$ cat src/hdl/lfd_pkg.sv
// ----------------------------------------------------------------------------
// LED fade dimmer package
// Types, register and operation codes, and the constant-divisor helpers
// shared by the dimmer modules.
// ----------------------------------------------------------------------------
package lfd_pkg;

  localparam int unsigned PctWidth   = 16;
  localparam int unsigned LevelWidth = 8;
  localparam int unsigned CfgWidth   = 16;
  localparam int unsigned CountWidth = 32;
  localparam int unsigned InDataW    = 16;
  localparam int unsigned InUserW    = 2;
  localparam int unsigned OutDataW   = 24;
  localparam int unsigned OutUserW   = 1;

  // Percentages above this value give full brightness.
  localparam logic signed [PctWidth-1:0] PctFullScale = 16'sd100;
  localparam logic [LevelWidth-1:0]      LevelMax     = 8'd255;

  // percent * 255 / 100 is done as (percent * PctRecip) >> 19, where PctRecip
  // sits a little above 255 * 2^19 / 100 so that products which divide out
  // exactly are not floored one short. This is exact for every percentage
  // from 0 to 100.
  localparam logic [20:0] PctRecip = 21'd1336965;
  localparam int unsigned PctShift = 19;

  typedef enum logic [1:0] {
    OP_SET_LEVEL  = 2'd0,
    OP_FADE_TICK  = 2'd1,
    OP_TIMER_TICK = 2'd2
  } op_e;

  typedef enum logic {
    REG_TIMEOUT_SECONDS   = 1'b0,
    REG_CYCLES_PER_SECOND = 1'b1
  } reg_idx_e;

  typedef struct packed {
    op_e                         op;
    logic signed [PctWidth-1:0]  percent;
  } item_t;

  typedef struct packed {
    logic [CfgWidth-1:0] timeout_seconds;
    logic [CfgWidth-1:0] cycles_per_second;
  } cfg_t;

  // A write to the timeout register reloads the countdown with the new value times cycles_per_second.
  typedef struct packed {
    logic                reload;
    logic [CfgWidth-1:0] timeout_seconds;
  } cfg_wr_t;

  typedef struct packed {
    logic [LevelWidth-1:0] target_level;
    logic [LevelWidth-1:0] current_level;
    logic                  duty_written;
    logic [LevelWidth-1:0] pwm_duty;
  } result_t;

  // Clamp a signed percentage and scale it to a brightness of 0 to 255.
  function automatic logic [LevelWidth-1:0] pct_to_level(logic signed [PctWidth-1:0] pct);
    logic [27:0] prod;
    prod = 28'(pct[6:0]) * 28'(PctRecip);
    if (pct < 16'sd0) begin
      return '0;
    end else if (pct > PctFullScale) begin
      return LevelMax;
    end
    return prod[PctShift+LevelWidth-1:PctShift];
  endfunction

  // level * level / 255, using x / 255 = (x + (x >> 8) + 1) >> 8 for x <= 255 * 255.
  function automatic logic [LevelWidth-1:0] square_div255(logic [LevelWidth-1:0] lvl);
    logic [15:0] sq;
    logic [16:0] sum;
    sq  = 16'(lvl) * 16'(lvl);
    sum = 17'(sq) + 17'(sq[15:8]) + 17'd1;
    return sum[15:8];
  endfunction

endpackage

$ cat src/hdl/lfd_in_stage.sv
// ----------------------------------------------------------------------------
// LED fade dimmer input stage
// Registers one accepted transaction and holds it while the result side stalls.
// ----------------------------------------------------------------------------
module lfd_in_stage (
  input  logic           clk_i,
  input  logic           rst_ni,
  input  logic           valid_i,
  output logic           ready_o,
  input  lfd_pkg::item_t item_i,
  input  logic           advance_i,
  output logic           valid_o,
  output lfd_pkg::item_t item_o
);

  logic           valid_d, valid_q;
  lfd_pkg::item_t item_q;

  // The held item leaves whenever the engine advances.
  assign ready_o = !valid_q || advance_i;
  assign valid_d = ready_o ? valid_i : valid_q;

  always_ff @(posedge clk_i or negedge rst_ni) begin
    if (!rst_ni) begin
      valid_q <= 1'b0;
    end else begin
      valid_q <= valid_d;
    end
  end

  always_ff @(posedge clk_i) begin
    if (valid_i && ready_o) begin
      item_q <= item_i;
    end
  end

  assign valid_o = valid_q;
  assign item_o  = item_q;

endmodule

$ cat src/hdl/lfd_engine.sv
// ----------------------------------------------------------------------------
// LED fade dimmer engine
// Holds the brightness state, applies one item per cycle while the result side
// is not stalled, and registers the result transaction.
// ----------------------------------------------------------------------------
module lfd_engine (
  input  logic             clk_i,
  input  logic             rst_ni,
  input  lfd_pkg::cfg_t    cfg_i,
  input  lfd_pkg::cfg_wr_t cfg_wr_i,
  input  logic             item_valid_i,
  input  lfd_pkg::item_t   item_i,
  input  logic             advance_i,
  output logic             valid_o,
  output lfd_pkg::result_t result_o
);

  logic [lfd_pkg::LevelWidth-1:0] target_d, target_q;
  logic [lfd_pkg::LevelWidth-1:0] level_d, level_q;
  logic [lfd_pkg::LevelWidth-1:0] duty_d, duty_q;
  logic [lfd_pkg::CountWidth-1:0] countdown_d, countdown_q;
  logic [lfd_pkg::CfgWidth-1:0]   mul_a;
  logic [lfd_pkg::CountWidth-1:0] reload_value;
  logic                           fire;
  logic                           wrote;
  logic                           valid_d, valid_q;
  lfd_pkg::result_t               result_d, result_q;

  assign fire = item_valid_i && advance_i;

  // A timeout write uses the incoming value; otherwise the stored one.
  assign mul_a = cfg_wr_i.reload ? cfg_wr_i.timeout_seconds : cfg_i.timeout_seconds;
  assign reload_value = 32'(mul_a) * 32'(cfg_i.cycles_per_second);

  always_comb begin
    target_d    = target_q;
    level_d     = level_q;
    duty_d      = duty_q;
    countdown_d = countdown_q;
    wrote       = 1'b0;
    if (cfg_wr_i.reload) begin
      countdown_d = reload_value;
    end
    if (fire) begin
      case (item_i.op)
        lfd_pkg::OP_SET_LEVEL: begin
          target_d    = lfd_pkg::pct_to_level(item_i.percent);
          countdown_d = reload_value;
        end
        lfd_pkg::OP_FADE_TICK: begin
          if (level_q != target_q) begin
            level_d = (level_q < target_q) ? level_q + 8'd1 : level_q - 8'd1;
            duty_d  = lfd_pkg::square_div255(level_d);
            wrote   = 1'b1;
          end
        end
        lfd_pkg::OP_TIMER_TICK: begin
          if (cfg_i.timeout_seconds != '0) begin
            if (countdown_q != '0) begin
              countdown_d = countdown_q - 32'd1;
            end else begin
              // Timeout expired: the fallback percentage becomes the target.
              target_d    = lfd_pkg::pct_to_level(item_i.percent);
              countdown_d = reload_value;
            end
          end
        end
        default: begin
        end
      endcase
    end
  end

  always_comb begin
    result_d.pwm_duty      = duty_d;
    result_d.duty_written  = wrote;
    result_d.current_level = level_d;
    result_d.target_level  = target_d;
  end

  assign valid_d = advance_i ? fire : valid_q;

  always_ff @(posedge clk_i or negedge rst_ni) begin
    if (!rst_ni) begin
      target_q    <= '0;
      level_q     <= '0;
      duty_q      <= '0;
      countdown_q <= '0;
      valid_q     <= 1'b0;
    end else begin
      target_q    <= target_d;
      level_q     <= level_d;
      duty_q      <= duty_d;
      countdown_q <= countdown_d;
      valid_q     <= valid_d;
    end
  end

  always_ff @(posedge clk_i) begin
    if (advance_i) begin
      result_q <= result_d;
    end
  end

  assign valid_o  = valid_q;
  assign result_o = result_q;

endmodule

$ cat src/hdl/led_fade_dimmer_core.sv
// ----------------------------------------------------------------------------
// LED fade dimmer core
// Fading LED brightness controller with square-law duty and fallback timeout.
// ----------------------------------------------------------------------------
// The dimmer takes one transaction per clock cycle while the output side keeps
// up, and returns exactly one result transaction for each, in order. A
// transaction passes through an input register and then a result register;
// its result is offered from the result register until the output side takes
// it. The single-cycle rate is set by the step logic between those two
// registers (one 16 by 16 bit countdown product, one small constant multiply
// for the percentage scaling and one 8 bit square). When the output stalls,
// the result register holds and the input register can still take one more
// transaction; s_axis_tready falls only while both are full and m_axis_tready
// is low. Set-level transactions clamp the percentage (negative gives 0, above
// 100 gives 255) and reload the countdown with timeout_seconds times
// cycles_per_second; fade ticks step the current level one towards the target
// and, if it moved, write a new duty of level squared over 255 and flag it;
// timer ticks count the countdown down and apply their percentage when it has
// reached zero, unless the timeout is zero. The user must write configuration
// through the cfg port only while the block is idle; the block does not enforce
// this. Writing the timeout register also reloads the countdown.
// ----------------------------------------------------------------------------
module led_fade_dimmer_core (
  input  logic                           clk_i,
  input  logic                           rst_ni,
  // Configuration write port.
  input  logic                           cfg_we_i,
  input  logic                           cfg_idx_i,
  input  logic [lfd_pkg::CfgWidth-1:0]   cfg_wdata_i,
  // Input stream.
  input  logic                           s_axis_tvalid,
  output logic                           s_axis_tready,
  input  logic [lfd_pkg::InDataW-1:0]    s_axis_tdata,   // [15:0] percent (signed)
  input  logic [lfd_pkg::InUserW-1:0]    s_axis_tuser,   // [1:0] op
  // Result stream.
  output logic                           m_axis_tvalid,
  input  logic                           m_axis_tready,
  output logic [lfd_pkg::OutDataW-1:0]   m_axis_tdata,   // [7:0] pwm_duty,
                                                         // [15:8] current_level,
                                                         // [23:16] target_level
  output logic [lfd_pkg::OutUserW-1:0]   m_axis_tuser    // [0] duty_written
);

  logic [lfd_pkg::CfgWidth-1:0] timeout_seconds_q;
  logic [lfd_pkg::CfgWidth-1:0] cycles_per_second_q;
  lfd_pkg::cfg_t                cfg;
  lfd_pkg::cfg_wr_t             cfg_wr;
  lfd_pkg::item_t               in_item;
  lfd_pkg::item_t               held_item;
  lfd_pkg::result_t             result;
  logic                         held_valid;
  logic                         advance;
  logic                         reg_timeout_sel;
  logic                         reg_cps_sel;

  // Configuration registers. The index is decoded through its named codes.
  assign reg_timeout_sel = cfg_we_i &&
                           (lfd_pkg::reg_idx_e'(cfg_idx_i) == lfd_pkg::REG_TIMEOUT_SECONDS);
  assign reg_cps_sel     = cfg_we_i &&
                           (lfd_pkg::reg_idx_e'(cfg_idx_i) == lfd_pkg::REG_CYCLES_PER_SECOND);

  always_ff @(posedge clk_i or negedge rst_ni) begin
    if (!rst_ni) begin
      timeout_seconds_q   <= '0;
      cycles_per_second_q <= '0;
    end else begin
      if (reg_timeout_sel) begin
        timeout_seconds_q <= cfg_wdata_i;
      end
      if (reg_cps_sel) begin
        cycles_per_second_q <= cfg_wdata_i;
      end
    end
  end

  assign cfg.timeout_seconds    = timeout_seconds_q;
  assign cfg.cycles_per_second  = cycles_per_second_q;
  assign cfg_wr.reload          = reg_timeout_sel;
  assign cfg_wr.timeout_seconds = cfg_wdata_i;

  // The whole pipeline moves whenever the result register is free or drains.
  assign advance = !m_axis_tvalid || m_axis_tready;

  assign in_item.op      = lfd_pkg::op_e'(s_axis_tuser);
  assign in_item.percent = s_axis_tdata;

  lfd_in_stage u_in_stage (
    .clk_i     (clk_i),
    .rst_ni    (rst_ni),
    .valid_i   (s_axis_tvalid),
    .ready_o   (s_axis_tready),
    .item_i    (in_item),
    .advance_i (advance),
    .valid_o   (held_valid),
    .item_o    (held_item)
  );

  lfd_engine u_engine (
    .clk_i        (clk_i),
    .rst_ni       (rst_ni),
    .cfg_i        (cfg),
    .cfg_wr_i     (cfg_wr),
    .item_valid_i (held_valid),
    .item_i       (held_item),
    .advance_i    (advance),
    .valid_o      (m_axis_tvalid),
    .result_o     (result)
  );

  assign m_axis_tdata = {result.target_level, result.current_level, result.pwm_duty};
  assign m_axis_tuser = result.duty_written;

`ifndef ASSERT_OFF
  // Input back-pressure only ever comes from a stalled, full result side.
  a_ready_only_on_stall: assert property (@(posedge clk_i) disable iff (!rst_ni)
    !s_axis_tready |-> (m_axis_tvalid && !m_axis_tready))
    else $error("input stalled while the result side could move");

  // A held transaction that advances always turns into a result.
  a_item_gives_result: assert property (@(posedge clk_i) disable iff (!rst_ni)
    (held_valid && advance) |=> m_axis_tvalid)
    else $error("advanced transaction produced no result");

  // A result that was not taken stays offered.
  a_result_kept: assert property (@(posedge clk_i) disable iff (!rst_ni)
    (m_axis_tvalid && !m_axis_tready) |=> (m_axis_tvalid && $stable(m_axis_tdata)))
    else $error("stalled result changed");
`endif

endmodule
$ cat config.mk
export PLATFORM = sky130hd
export DESIGN_NAME = led_fade_dimmer_core
export DESIGN_NICKNAME = d
export VERILOG_FILES = /design/src/hdl/lfd_pkg.sv /design/src/hdl/lfd_in_stage.sv /design/src/hdl/lfd_engine.sv /design/src/hdl/led_fade_dimmer_core.sv
export SDC_FILE = /design/constraint.sdc
export NUM_CORES = 1
export LEC_CHECK = 0
export BUFFER_PORTS_ARGS = -buffer_cell sky130_fd_sc_hd__buf_4
export CAP_MARGIN = 20
export CORE_MARGIN = 10
export CORE_UTILIZATION = 25
export CTS_BUF_LIST = sky130_fd_sc_hd__clkbuf_4 sky130_fd_sc_hd__clkbuf_8
export CTS_CLUSTER_DIAMETER = 150
export DETAILED_ROUTE_END_ITERATION = 6
export GPL_TIMING_DRIVEN = 0
export SETUP_SLACK_MARGIN = 0.5
export SLEW_MARGIN = 20
export SYNTH_ARGS = -nofsm -noshare
export SYNTH_HDL_FRONTEND = slang
export SYNTH_HIERARCHICAL = 1
export SYNTH_SLANG_ARGS = --single-unit
$ cat constraint.sdc
create_clock -name clk_i -period 14.6 [get_ports clk_i]
set_clock_uncertainty 0.15 [all_clocks]
set_input_delay 1.46 -clock clk_i [delete_from_list [all_inputs] [get_ports clk_i]]
set_output_delay 1.46 -clock clk_i [all_outputs]
set_load 0.02 [all_outputs]
==> qor.yml <==
outcome: "completed"
synth.most_common_cell: "inv_1"
fp.coreArea_mm2: 0.0747
ys_seq_elements: 133
firstDrtPassIters: 5
cts_root_buffer: "clkbuf_8"
post-route-period-util_pct: 74.5
slew-limit-headroom_pct: 31.9
cts-htree-levels: 4
synth_top_area_share_pct: 24.6
die_h_um: 295
wl_per_cell_um: 16.3
synth_edf_count: 43
wl_mm: 51.1
critPathMaxStageDelay_ps: 810
cts_setup_buffers: 0
netlist_area_mm2: 0.0189
via_per_inst: 4.75
crit_slowest_cell: "xnor2_1"
crit_path_max_fanout: 10
cts_resized: 0
period_minus_slack_ps: 10880
start_kind: "register"
rows: 100
start_util_pct: 25.3
yosys-top-cells-area: "fa_1, ha_1, dfrtp_1"
grt_overflow_total: 0
drv_cap: 0
yosys_warnings: 6
yosys.cell_types.count: 83
finalSetupViolCount: 0
multiInputGateArea_mm2: 0.0138
synth_cells: 2075
clock.fmax_mhz: 91.9
die_w_um: 295
grt_pass1_wl_mm: 84.2
hp-class: "reg2reg"
required_ps: 14780
port_buffers: 66
synth_nets: 2561
cts_sinks: 133
yosysSeqAreaShare_pct: 18.7
gp_congestion: 0.884
grt_max_degree: 91
worstMarginPinSlew_ps: 1010
fillCellCount: 7877
avgSynthCellArea_um2: 9.11
hold_viol_final: 0
grtUsageTotal_pct: 12.1
clk-insertion-delay-late_ps: 550
area.sequential_mm2: 0.00354
finalSetupTns_ps: 0
antenna_found_initial: 0
rsz0062_at_grt: "no"
ys_async_sr_fraction_pct: 67.7
cts_buffers: 17
drive_gt1_share_pct: 8.47
detailroute.via_count: 14900
drtAntennaViolNets: 0
yosysTopAreaCell: "fa_1"
cts.clk_slew.worst_paths_ps: 100
ys_top_cells_by_count: "inv_1, nand2_1, fa_1, ha_1, nor2_1"
io_pins: 67
tritoncts: "built"
drv_slew: 0
fin_nets: 2646
place_hpwl_mm: 41.1
die_area_mm2: 0.0870
cp-end-kind: "register"
drcViolationCount: 0
syn_to_final_growth_pct: 11.3
critPathArrivalTime_ps: 11060
path_class: "reg2reg"
ctsHoldBuffers: 0
path_common_cell: "inv_1"
cts_buffer_depth: 2
grt_pass1_vias: 15300
drt_iter0_drc: 1064
synth-main-ff-cell: "dfrtp_1"
layout by cell type (no fill, tap or decap), types with 27 or more instances in the layout:
cell,instances
nor2_1,100
inv_1,340
fa_1,232
buf_4,65
a21oi_1,99
nor3_1,27
o21ai_0,81
xnor2_1,46
nand2_1,253
clkbuf_1,61
mux2_2,41
ha_1,214
dfrtp_1,90
and2_1,88
edfxtp_1,43
flip-flops by register name, indices dropped and copies added, names as in the netlist:
register,cells
u_in_stage/valid_o,1
u_engine/target_q,8
timeout_seconds_q,16
u_engine/valid_o,1
u_engine/duty_q,8
cycles_per_second_q,16
u_in_stage/item_o,18
u_engine/countdown_q,32
u_engine/level_q,8
u_engine/result_o,25
per-layer routing:
metal | track usage, % | share of wire, % | routed length [um]
met1 | 16.7 | 47 | 23900
met2 | 19.2 | 45 | 23100
met3 | 2.21 | 6.2 | 3170
met4 | 3.26 | 1.9 | 972
met5 | 0 | 0 | 0
cell type report:
class | count | area share, %
clock inverter | 15 | 0.857
timing repair buffer | 66 | 2.37
multi-input combinational | 1531 | 65.5
antenna | 1 | 0.0119
tap | 969 | 5.76
clock buffer | 17 | 1.11
inverter | 341 | 6.09
sequential | 133 | 16.8
buffer | 70 | 1.41
worst paths after layout:
| path | startpoint | endpoint | slack (ps) | cells past startpoint |
|---|---|---|---|---|
| hold reg to reg | u_engine/duty_q[1]$_DFF_PN0_ | u_engine/duty_q[1]$_DFF_PN0_ | 340 | 2 |
| setup / recovery | u_engine/level_q[0]$_DFF_PN0_ | u_engine/result_o[4]$_DFFE_PP_ | 3720 | 39 |
| hold / removal | u_engine/duty_q[1]$_DFF_PN0_ | u_engine/duty_q[1]$_DFF_PN0_ | 340 | 2 |
| max in group asynchronous | rst_ni | timeout_seconds_q[4]$_DFFE_PN0P_ | 12730 | 1 |
| setup reg to reg | u_engine/level_q[0]$_DFF_PN0_ | u_engine/result_o[4]$_DFFE_PP_ | 3720 | 39 |
| min in group asynchronous | rst_ni | u_engine/duty_q[2]$_DFF_PN0_ | 820 | 1 |
worst max-delay path: cells and delay by family (launching register included):
kind	cells	cell delay (ps)
flops	1	360
buf+inv	7	1330
simple gates	8	1170
xor+xnor	3	1190
fa+ha+maj	8	3300
compound gates	13	3180
logic make-up (layout without fill, tap and decap cells):
| family | count (synthesis) | after routing | synth area share, % |
|---|---|---|---|
| AND/OR/NAND/NOR | 612 | 612 | 15.8 |
| adder cells (fa/ha/maj) | 446 | 446 | 38.7 |
| buffers and inverters | 411 | 509 | 8.34 |
| AO/OA/AOI/OAI | 331 | 331 | 10.9 |
| flip-flops | 133 | 133 | 18.7 |
| XOR/XNOR | 72 | 72 | 3.34 |
| multiplexers | 68 | 68 | 4.11 |
| other | 2 | 3 | 0.0397 |
stage by stage:
| stage | hold WS (ps) | setup WS (ps) | util (%) | cell area [um2] | instances |
|---|---|---|---|---|---|
| final | 344 | 3720 | 28.2 | 21000 | 3143 |
| after global routing | 391 | 2790 | 28.2 | 21000 | 3142 |
| after detailed placement | 329 | 3800 | 27.6 | 20600 | 3110 |
| after CTS | 354 | 3730 | 28.2 | 21000 | 3142 |
| after floorplan | 301 | 5640 | - | 18900 | 2075 |
| after global placement | 327 | 3830 | 27.6 | 20600 | 3110 |
Power is not shown: default switching activity piles up to over one toggle a cycle in this logic, so the estimate is an artifact.
